===== config.mk =====
export PLATFORM = sky130hd
export DESIGN_NAME = swept_box_time_of_impact_top
export DESIGN_NICKNAME = d
export VERILOG_FILES = /design/src/sv/stbt_pkg.sv /design/src/sv/stbt_div.sv /design/src/sv/stbt_dp.sv /design/src/sv/stbt_ctrl.sv /design/src/sv/swept_box_time_of_impact_top.sv
export SDC_FILE = /design/constraint.sdc
export NUM_CORES = 2
export LEC_CHECK = 0
export ABC_AREA = 1
export BUFFER_PORTS_ARGS = -buffer_cell sky130_fd_sc_hd__buf_2
export CAP_MARGIN = 10
export CORE_ASPECT_RATIO = 0.8
export CORE_MARGIN = 2
export CORE_UTILIZATION = 60
export CTS_BUF_LIST = sky130_fd_sc_hd__clkbuf_2 sky130_fd_sc_hd__clkbuf_4 sky130_fd_sc_hd__clkbuf_8
export DETAILED_ROUTE_END_ITERATION = 8
export PLACE_DENSITY = 0.87
export RECOVER_POWER = 50
export SYNTH_ARGS = -nofsm -noshare
export SYNTH_HDL_FRONTEND = slang
export SYNTH_SLANG_ARGS = --single-unit

===== constraint.sdc =====
create_clock -name clk_i -period 16.49 [get_ports clk_i]
set_input_delay 1.649 -clock clk_i [delete_from_list [all_inputs] [get_ports clk_i]]
set_output_delay 1.649 -clock clk_i [all_outputs]
set_load 0.01 [all_outputs]

===== src/sv/stbt_pkg.sv =====
// types, constants and codes of the swept box time of impact block
// no dependencies
`timescale 1ns / 1ps
package stbt_pkg;

  localparam int CoordW    = 32;
  localparam int TimeFrac  = 16;
  localparam int TimeW     = TimeFrac + 1;   // unsigned result time
  localparam int TW        = TimeFrac + 3;   // signed time, covers [-2, 2]
  localparam int NumW      = CoordW + 1;
  localparam int RemW      = CoordW + 2;
  localparam int LimitW    = 12;
  localparam int DivSteps  = TimeFrac + 1;
  localparam int DivCntW   = $clog2(DivSteps + 1);
  localparam logic [TW-1:0] TimeOne = TW'(1) << TimeFrac;
  localparam logic [TW-1:0] TimeMax = TW'(2) << TimeFrac;
  localparam logic [LimitW-1:0] LimitReset = LimitW'(1);

  localparam logic ModeStart = 1'b0;
  localparam logic [1:0] AxisX = 2'd0;
  localparam logic [1:0] AxisZ = 2'd2;

  typedef struct packed {
    logic              mode;
    logic [CoordW-1:0] box_x_low;
    logic [CoordW-1:0] box_y_low;
    logic [CoordW-1:0] box_z_low;
    logic [CoordW-1:0] box_x_high;
    logic [CoordW-1:0] box_y_high;
    logic [CoordW-1:0] box_z_high;
    logic [CoordW-1:0] move_x;
    logic [CoordW-1:0] move_y;
    logic [CoordW-1:0] move_z;
    logic              last_item;
  } item_t;

  typedef struct packed {
    logic             hit;
    logic [TimeW-1:0] hit_time;
    logic [1:0]       normal_axis;
    logic             normal_positive;
  } result_t;

  typedef enum logic [2:0] {
    ST_IDLE, ST_DECODE, ST_AXIS, ST_DIV1, ST_DIV2, ST_FINAL, ST_EMIT
  } state_e;

  typedef struct packed {
    logic       load_item;
    logic       load_start;
    logic       clear_best;
    logic       axis_clear;
    logic       set_miss;
    logic       div_start;
    logic       sel_hi;
    logic       store_t1;
    logic       axis_update;
    logic       commit;
    logic [1:0] axis;
  } cmd_t;

  typedef struct packed {
    logic mode;
    logic last;
    logic motion_zero;
    logic still;
    logic axis_miss;
    logic div_done;
  } status_t;

endpackage


===== src/sv/stbt_div.sv =====
// restoring divider for the slab times, one quotient bit per cycle
// depends on stbt_pkg
`timescale 1ns / 1ps
module stbt_div import stbt_pkg::*; (
  input  logic                     clk_i,
  input  logic                     rst_ni,
  input  logic                     start_i,
  input  logic signed [NumW-1:0]   num_i,
  input  logic signed [CoordW-1:0] den_i,
  output logic                     done_o,
  output logic signed [TW-1:0]     quot_o
);

  logic [RemW-1:0]    rem_q, rem_d;
  logic [CoordW-1:0]  den_q;
  logic [TimeW-1:0]   quo_q;
  logic [DivCntW-1:0] cnt_q;
  logic               run_q, done_q, neg_q, sat_q;
  logic [NumW-1:0]    num_abs;
  logic [CoordW-1:0]  den_abs;
  logic [RemW-1:0]    den_ext, diff, kept;
  logic               ge;
  logic [TW-1:0]      mag;

  assign num_abs = num_i[NumW-1] ? NumW'(-num_i) : NumW'(num_i);
  assign den_abs = den_i[CoordW-1] ? CoordW'(-den_i) : CoordW'(den_i);
  assign den_ext = {2'b00, den_q};
  assign ge      = rem_q >= den_ext;
  assign diff    = rem_q - den_ext;
  assign kept    = ge ? diff : rem_q;
  assign rem_d   = {kept[RemW-2:0], 1'b0};

  always_ff @(posedge clk_i or negedge rst_ni) begin
    if (!rst_ni) begin
      run_q  <= 1'b0;
      done_q <= 1'b0;
      cnt_q  <= '0;
    end else begin
      done_q <= 1'b0;
      if (start_i) begin
        run_q <= 1'b1;
        cnt_q <= '0;
      end else if (run_q) begin
        cnt_q <= cnt_q + 1'b1;
        if (cnt_q == DivCntW'(DivSteps - 1)) begin
          run_q  <= 1'b0;
          done_q <= 1'b1;
        end
      end
    end
  end

  always_ff @(posedge clk_i) begin
    if (start_i) begin
      rem_q <= RemW'(num_abs);
      den_q <= den_abs;
      neg_q <= num_i[NumW-1] ^ den_i[CoordW-1];
      sat_q <= 1'b0;
      quo_q <= '0;
    end else if (run_q) begin
      rem_q <= rem_d;
      quo_q <= {quo_q[TimeW-2:0], ge};
      // quotient of two or more saturates
      if (cnt_q == '0) sat_q <= rem_q >= {1'b0, den_q, 1'b0};
    end
  end

  assign mag    = sat_q ? TimeMax : TW'(quo_q);
  assign quot_o = neg_q ? TW'(-mag) : mag;
  assign done_o = done_q;

endmodule


===== src/sv/stbt_dp.sv =====
// datapath: sweep state, slab times, running best hit, limit register
// depends on stbt_pkg and stbt_div
`timescale 1ns / 1ps
module stbt_dp import stbt_pkg::*; (
  input  logic              clk_i,
  input  logic              rst_ni,
  input  item_t             item_i,
  input  logic              cfg_we_i,
  input  logic [LimitW-1:0] cfg_wdata_i,
  input  cmd_t              cmd_i,
  output status_t           status_o,
  output result_t           result_o
);

  item_t                     item_q;
  logic [LimitW-1:0]         limit_q;
  logic signed [CoordW-1:0]  lo_q [3];
  logic signed [CoordW-1:0]  hi_q [3];
  logic signed [CoordW-1:0]  mot_q [3];
  logic signed [TW-1:0]      enter_q, leave_q, t1_q;
  logic [1:0]                en_axis_q;
  logic                      en_sign_q, miss_q;
  logic [TimeW-1:0]          best_time_q;
  logic [1:0]                best_axis_q;
  logic                      best_sign_q, hit_q;

  logic signed [CoordW-1:0]  a, b, d, p, q;
  logic [CoordW-1:0]         d_abs;
  logic signed [NumW-1:0]    num;
  logic                      div_done;
  logic signed [TW-1:0]      t2, tn, tx;
  logic                      take;

  always_comb begin
    unique case (cmd_i.axis)
      2'd1: begin
        a = lo_q[1]; b = hi_q[1]; d = mot_q[1];
        p = item_q.box_y_low; q = item_q.box_y_high;
      end
      2'd2: begin
        a = lo_q[2]; b = hi_q[2]; d = mot_q[2];
        p = item_q.box_z_low; q = item_q.box_z_high;
      end
      default: begin
        a = lo_q[0]; b = hi_q[0]; d = mot_q[0];
        p = item_q.box_x_low; q = item_q.box_x_high;
      end
    endcase
  end

  assign d_abs = d[CoordW-1] ? CoordW'(-d) : CoordW'(d);
  assign num   = cmd_i.sel_hi ? NumW'(q) - NumW'(a) : NumW'(p) - NumW'(b);

  stbt_div u_div (
    .clk_i   (clk_i),
    .rst_ni  (rst_ni),
    .start_i (cmd_i.div_start),
    .num_i   (num),
    .den_i   (d),
    .done_o  (div_done),
    .quot_o  (t2)
  );

  assign tn   = (t1_q < t2) ? t1_q : t2;
  assign tx   = (t1_q < t2) ? t2 : t1_q;
  assign take = !miss_q && (enter_q <= leave_q) && (enter_q < $signed({2'b00, best_time_q}));

  assign status_o.mode        = item_q.mode;
  assign status_o.last        = item_q.last_item;
  assign status_o.motion_zero = (mot_q[0] == '0) && (mot_q[1] == '0) && (mot_q[2] == '0);
  assign status_o.still       = (d == '0) || (d_abs < CoordW'(limit_q));
  assign status_o.axis_miss   = (b <= p) || (a >= q);
  assign status_o.div_done    = div_done;

  always_ff @(posedge clk_i) begin
    if (cmd_i.load_item) item_q <= item_i;
  end

  always_ff @(posedge clk_i) begin
    if (cmd_i.axis_clear) begin
      enter_q   <= '0;
      leave_q   <= TimeOne;
      en_axis_q <= AxisX;
      en_sign_q <= 1'b0;
      miss_q    <= 1'b0;
    end else begin
      if (cmd_i.set_miss) miss_q <= 1'b1;
      if (cmd_i.axis_update) begin
        if (tn > enter_q) begin
          enter_q   <= tn;
          en_axis_q <= cmd_i.axis;
          en_sign_q <= d[CoordW-1];
        end
        if (tx < leave_q) leave_q <= tx;
      end
    end
    if (cmd_i.store_t1) t1_q <= t2;
  end

  always_ff @(posedge clk_i or negedge rst_ni) begin
    if (!rst_ni) begin
      limit_q     <= LimitReset;
      best_time_q <= TimeW'(TimeOne);
      best_axis_q <= AxisX;
      best_sign_q <= 1'b0;
      hit_q       <= 1'b0;
      for (int k = 0; k < 3; k++) begin
        lo_q[k]  <= '0;
        hi_q[k]  <= '0;
        mot_q[k] <= '0;
      end
    end else begin
      if (cfg_we_i) limit_q <= cfg_wdata_i;
      if (cmd_i.load_start) begin
        lo_q[0]  <= item_q.box_x_low;  lo_q[1]  <= item_q.box_y_low;
        lo_q[2]  <= item_q.box_z_low;
        hi_q[0]  <= item_q.box_x_high; hi_q[1]  <= item_q.box_y_high;
        hi_q[2]  <= item_q.box_z_high;
        mot_q[0] <= item_q.move_x;     mot_q[1] <= item_q.move_y;
        mot_q[2] <= item_q.move_z;
      end
      if (cmd_i.clear_best || cmd_i.load_start) begin
        best_time_q <= TimeW'(TimeOne);
        best_axis_q <= AxisX;
        best_sign_q <= 1'b0;
        hit_q       <= 1'b0;
      end else if (cmd_i.commit && take) begin
        best_time_q <= TimeW'(enter_q);
        best_axis_q <= en_axis_q;
        best_sign_q <= en_sign_q;
        hit_q       <= 1'b1;
      end
    end
  end

  assign result_o.hit             = hit_q;
  assign result_o.hit_time        = best_time_q;
  assign result_o.normal_axis     = best_axis_q;
  assign result_o.normal_positive = best_sign_q;

endmodule


===== src/sv/stbt_ctrl.sv =====
// controller: walks the axes of one item and sequences the divider
// depends on stbt_pkg
`timescale 1ns / 1ps
module stbt_ctrl import stbt_pkg::*; (
  input  logic    clk_i,
  input  logic    rst_ni,
  input  logic    start,
  output logic    busy,
  output logic    done_o,
  input  status_t status_i,
  output cmd_t    cmd_o
);

  state_e     state_q, state_d;
  logic [1:0] axis_q, axis_d;

  always_ff @(posedge clk_i or negedge rst_ni) begin
    if (!rst_ni) begin
      state_q <= ST_IDLE;
      axis_q  <= AxisX;
    end else begin
      state_q <= state_d;
      axis_q  <= axis_d;
    end
  end

  always_comb begin
    state_d = state_q;
    axis_d  = axis_q;
    unique case (state_q)
      ST_IDLE: if (start) state_d = ST_DECODE;
      ST_DECODE: begin
        axis_d = AxisX;
        if (status_i.mode == ModeStart || status_i.motion_zero) begin
          state_d = status_i.last ? ST_EMIT : ST_IDLE;
        end else begin
          state_d = ST_AXIS;
        end
      end
      ST_AXIS: begin
        if (!status_i.still) begin
          state_d = ST_DIV1;
        end else if (status_i.axis_miss || axis_q == AxisZ) begin
          state_d = ST_FINAL;
        end else begin
          axis_d = axis_q + 2'd1;
        end
      end
      ST_DIV1: if (status_i.div_done) state_d = ST_DIV2;
      ST_DIV2: begin
        if (status_i.div_done) begin
          if (axis_q == AxisZ) begin
            state_d = ST_FINAL;
          end else begin
            axis_d  = axis_q + 2'd1;
            state_d = ST_AXIS;
          end
        end
      end
      ST_FINAL: state_d = status_i.last ? ST_EMIT : ST_IDLE;
      ST_EMIT:  state_d = ST_IDLE;
      default:  state_d = ST_IDLE;
    endcase
  end

  always_comb begin
    cmd_o      = '0;
    cmd_o.axis = axis_q;
    busy       = state_q != ST_IDLE;
    done_o     = 1'b0;
    unique case (state_q)
      ST_IDLE: cmd_o.load_item = start;
      ST_DECODE: begin
        cmd_o.load_start = status_i.mode == ModeStart;
        cmd_o.axis_clear = 1'b1;
      end
      ST_AXIS: begin
        cmd_o.div_start = !status_i.still;
        cmd_o.set_miss  = status_i.still && status_i.axis_miss;
      end
      ST_DIV1: begin
        cmd_o.store_t1  = status_i.div_done;
        cmd_o.div_start = status_i.div_done;
        cmd_o.sel_hi    = 1'b1;
      end
      ST_DIV2:  cmd_o.axis_update = status_i.div_done;
      ST_FINAL: cmd_o.commit = 1'b1;
      ST_EMIT: begin
        done_o           = 1'b1;
        cmd_o.clear_best = 1'b1;
      end
      default: ;
    endcase
  end

endmodule


===== src/sv/swept_box_time_of_impact_top.sv =====
// swept box time of impact: one item in flight, result strobed on done_o
// start item: loaded and decoded, its result emitted if it is last; block item: loaded and
// decoded, and if the sweep moves each axis is tested in turn until a still axis misses,
// each moving axis taking two quotients from the bit-serial divider, before a hit better than
// the best is committed and any result emitted; one item in flight, next start taken once busy drops
// async active-low reset clears the sweep state, best hit and limit (to 1)
`timescale 1ns / 1ps
module swept_box_time_of_impact_top import stbt_pkg::*; (
  input  logic              clk_i,
  input  logic              rst_ni,
  input  logic              start,
  output logic              busy,
  input  item_t             item_i,
  output logic              done_o,
  output result_t           result_o,
  input  logic              cfg_we_i,
  input  logic [LimitW-1:0] cfg_wdata_i
);

  cmd_t    cmd;
  status_t status;

  stbt_ctrl u_ctrl (
    .clk_i    (clk_i),
    .rst_ni   (rst_ni),
    .start    (start),
    .busy     (busy),
    .done_o   (done_o),
    .status_i (status),
    .cmd_o    (cmd)
  );

  stbt_dp u_dp (
    .clk_i       (clk_i),
    .rst_ni      (rst_ni),
    .item_i      (item_i),
    .cfg_we_i    (cfg_we_i),
    .cfg_wdata_i (cfg_wdata_i),
    .cmd_i       (cmd),
    .status_o    (status),
    .result_o    (result_o)
  );

endmodule


== After elaboration in Yosys (flattened, before gate mapping) ==
Cells that the tools add are included.

* Eq/ne operators: 16
* Multiplexer cells: 54
* Order comparisons: 10
* Add/sub/neg operators: 8
* Bitwise gates (word level): 2
* Reduce and logical (&&, ||, !) cells: 28

{| class="wikitable"
|+ Operator list
! operator !! number
|-
| $pmux W32 S2 || 5
|-
| $mux W33 || 5
|-
| $logic_not A32 Y1 || 4
|-
| $sub A32 B32 Y33 || 2
|-
| $mux W19 || 3
|-
| $lt A19 B19 Y1 || 2
|-
| $ge A34 B32 Y1 || 1
|-
| $ge A34 B33 Y1 || 1
|-
| $mux W17 || 2
|-
| $neg A33 Y33 || 1
|-
| $sub A33 B32 Y33 || 1
|-
| $ge A32 B32 Y1 || 1
|-
| $le A32 B32 Y1 || 1
|-
| $lt A32 B12 Y1 || 1
|-
| $mux W32 || 1
|-
| $neg A32 Y32 || 1
|-
| $mux W3 || 8
|-
| $gt A19 B19 Y1 || 1
|-
| $le A19 B19 Y1 || 1
|-
| $lt A19 B18 Y1 || 1
|-
| $neg A18 Y19 || 1
|-
| $mux W18 || 1
|-
| $pmux W3 S6 || 1
|-
| $mux W1 || 17
|-
| 27 further kinds || 55
|}

* Output and inout port bits: 23
* Word-level logic and storage cells: 160
* Bits in registers: 769

== Longest topological paths before layout ==
* Depth after elaboration: 9
* Gate-level depth with buffers: 43

== By module ==
From an unflattened synthesis, not the netlist that was laid out.

* Cells, all modules: 5,376
* Area total of the unflattened synthesis: 44,206.1 um^2

{| class="wikitable"
|+ Modules (own cells, without submodules)
! module !! cells an instance !! times used !! seq. area each (um^2) !! area an instance (um^2)
|-
| stbt_dp || 3,793 || 1 || 18,154.9 || 34,161.5
|-
| stbt_div || 1,500 || 1 || 2,537.4 || 9,525.4
|-
| stbt_ctrl || 83 || 1 || 125.1 || 519.2
|}

== Least setup slack after synthesis ==
No wires, ideal clock.

* Path type: input port to flip-flop
* Start point: input start
* End point: register u_dp.item_q[100] in the netlist's numbering (enable)
* Stages: 2
* Slack: 1.937 ns
* Arrival time: 13.606 ns
* Library setup time: 0.947 ns
* Buffers on the path: 0
* Cells stage by stage: inv_1 > nor2_1

{| class="wikitable"
|+ RTL lines
! what !! line !! RTL
|-
| from (decl) || swept_box_time_of_impact_top.sv:11 || <nowiki>input logic start,</nowiki>
|-
| to (signal assigned) || stbt_dp.sv:76 || <nowiki>if (cmd_i.load_item) item_q <= item_i;</nowiki>
|-
| to (decl) || stbt_dp.sv:15 || <nowiki>item_t item_q;</nowiki>
|}

== Worst setup path after layout ==
* Start point: register u_ctrl.state_q[0]
* End point: register u_dp.lo_q[13] in the netlist's numbering

* Word-level cells in the longest chain between the ends: 2

{| class="wikitable"
|+ RTL lines
! what !! line !! RTL
|-
| from (decl) || stbt_ctrl.sv:14 || <nowiki>state_e state_q, state_d;</nowiki>
|-
| from (signal assigned) || stbt_ctrl.sv:22 || <nowiki>state_q <= state_d;</nowiki>
|-
| $eq A3 B1 Y1 || stbt_ctrl.sv:71 || <nowiki>unique case (state_q)</nowiki>
|-
| $mux W1 || stbt_ctrl.sv:71 ||
|-
| to (decl) || stbt_dp.sv:17 || <nowiki>logic signed [CoordW-1:0] lo_q [3];</nowiki>
|}

Every way passes these cells.
A chain may end at the register's enable or synchronous reset.

==> results.toml <==
[outcome]
status = "finished, violations left"
violations = "capacitance limit, slew limit"

[setup_path]
worstSetupStartpointType = "flop"
crit_path_end_kind = "flop"
worstSetupPathType = "reg2reg"
reg2reg_to = "u_dp.lo_q[13]$_DFFE_PN0P_"
worst-r2r-cell-count = 9
crit_path_start = "u_ctrl.state_q[0]$_DFFE_PN0P_"
reg2reg_from = "u_ctrl.state_q[0]$_DFFE_PN0P_"
timing.critical_path.to = "u_dp.lo_q[13]$_DFFE_PN0P_"
cp.required_ns = 17.06
cp_max_fo = 144
crit_arrival_ns = 12.03
r2r_slack_ns = 5.03

[clock_tree]
cts_buffers = 116
insertion_delay_ns = 0.79
cts-htree-levels = 3
path_clk_slew_ns = 0.06
cts.path.max_buffers = 3
cts_root_buf = "clkbuf_8"
cts-resized-gates = 0
cts_tree = "built"
numClockSinks = 769
cts_setup_buffers = 0
cts_hold_buffers = 0

[job]
drv_cap = 11

[hold_path]
hp-class = "reg2reg"
holdCritStartpoint = "u_dp.item_q[76]$_DFFE_PP_"

[floorplanning]
ios = 329
dieArea_um2 = 72000
initial_core_util = 0.608
placementRows = 86
die_x_um = 300
die_y_um = 240
core-area_um2 = 69000

[synth]
synth.avg_cell_area_um2 = 8.70
synth_fp_nets = 5364
synth_flop_cell = "edfxtp_1"
synth_edf_count = 375
async_flop_share = 0.433
ys_seq_elements = 769
yosys.area.top_type = "edfxtp_1"
synth.top_cell.area_share = 0.269
ys_seq_area_frac = 0.497
synthDistinctLibCells = 63
ys_warn_count = 0
synthCells = 4822
synthTopCellsByArea = "edfxtp_1, dfrtp_1, nand2_1"
syn_area_um2 = 41900

[global_route]
track_usage = 0.327
antenna_found_initial = 2
grt_pass1_vias = 33900
grt.overflow.total = 0
grt_pass1_wl_mm = 184
grt_max_degree = 145

[drt]
viasPerCell = 5.90
wl_per_cell_um = 19.4
antenna_left = 0
drc = 0
firstDrtPassIters = 8
vias = 36200
wirelength_mm = 119
drtIter0Drc = 4993

[cells_and_area]
multiInputGateArea_um2 = 17900
final_util = 0.676
final_common_cell = "nand2_1"
fin_nets = 5649
final_layout_size_suffix_gt1_frac = 0.114
regArea_um2 = 20800
layout_common_cells = "nand2_1, inv_1, o21ai_0"
syn2layout_area_growth_pct = 11.3
n_fill_cell = 5358

[timing]
maxSlewHeadroom = -3.29
clock_skew_ns = 0.0595
rsz0062_at_grt = "false"
setup_viol = 0
min_period_over_period = 0.695
fin_tns_setup_ns = 0
setup_ws_ns = 5.03
fin_crit_ns = 11.46
tightestPinTransition_ns = 6.44
hold_viol = 0
fin_hold_ws_ns = 0.428
slew_violations = 816
fmax_mhz = 87.2

[placed_design]
post-place-ws_ns = 8.91
dpl.hpwl_mm = 86.0
gp_congestion = 1.01
port_buffers = 328
==> worst min-delay path by stage <==
stage | endpoint | slack (ns) | cells after the start
after floorplan | u_dp.en_axis_q[0]$_SDFFE_PN0P_ | 0.42 | 2
after global placement | u_dp.mot_q[75]$_DFFE_PN0P_ | 0.43 | 2
after detailed placement | u_dp.mot_q[75]$_DFFE_PN0P_ | 0.43 | 2
after CTS | u_dp.mot_q[37]$_DFFE_PN0P_ | 0.43 | 2
after global routing | u_dp.mot_q[37]$_DFFE_PN0P_ | 0.46 | 2
final | u_dp.mot_q[75]$_DFFE_PN0P_ | 0.43 | 2
==> worst max-delay path: stages (launching register included) <==
cell        delay, ns
dfrtp_1          0.39
inv_1            0.07
nor2_1           0.12
nand2_1          0.58
nor2_1           2.50
clkinvlp_2       4.92
buf_4            1.58
buf_4            0.57
nand2_1          0.18
o21ai_0          0.12
==> cell usage after synthesis, types with 67 or more instances <==
| cell | count |
|---|---|
| xor2_1 | 67 |
| inv_1 | 621 |
| ha_1 | 233 |
| nor2_1 | 274 |
| o21ai_0 | 543 |
| clkbuf_1 | 145 |
| nand3_1 | 123 |
| dfrtp_1 | 331 |
| nand2_1 | 1222 |
| o221ai_1 | 79 |
| edfxtp_1 | 375 |
| a21oi_1 | 221 |
==> sequential cells by signal, summed over array words and instances (netlist names), 32 cells and up <==
register / count
u_dp.hi_q: 96
u_dp.lo_q: 96
u_dp.u_div.rem_q: 34
u_dp.mot_q: 96
u_dp.u_div.den_q: 32
u_dp.item_q: 288
==> through the flow <==
step | instance area (um^2) | std cells
CTS | 46800 | 6134
global route | 46600 | 6135
floorplan | 41900 | 4822
finish | 46600 | 6135
global placement | 44200 | 5913
detailed placement | 44200 | 5913
==> metal layers <==
| metal | wire length [um] | track usage | vias to the layer above |
|---|---|---|---|
| met1 | 51600 | 0.484 | 17000 |
| met4 | 3550 | 0.105 | 0 |
| met2 | 51000 | 0.480 | 2037 |
| met3 | 12900 | 0.0689 | 267 |
| met5 | 0 | 0 | - |
| li1 | - | - | 16900 |
==> cells by family after synthesis <==
| group | Yosys count | synth area share |
|---|---|---|
| and+or+nand+nor | 1786 | 0.175 |
| AOI/OAI and AO/OA | 1078 | 0.152 |
| buffers and inverters | 825 | 0.0774 |
| DFF | 769 | 0.497 |
| adders and majority gates | 236 | 0.0710 |
| xor gates and xnor gates | 101 | 0.0211 |
| muxes | 27 | 0.00722 |
==> layout make-up <==
class | count | share of cell area
clock buffer | 182 | 0.0470
inverter | 634 | 0.0511
sequential | 769 | 0.446
tap | 924 | 0.0248
antenna | 1 | 0.0000536
clock inverter | 39 | 0.00952
multi-input combinational | 3228 | 0.383
timing repair buffer | 358 | 0.0379
Power is left out: the tool's default activity adds up to more than one toggle a clock period on the data nets, which glitch-free logic cannot reach.
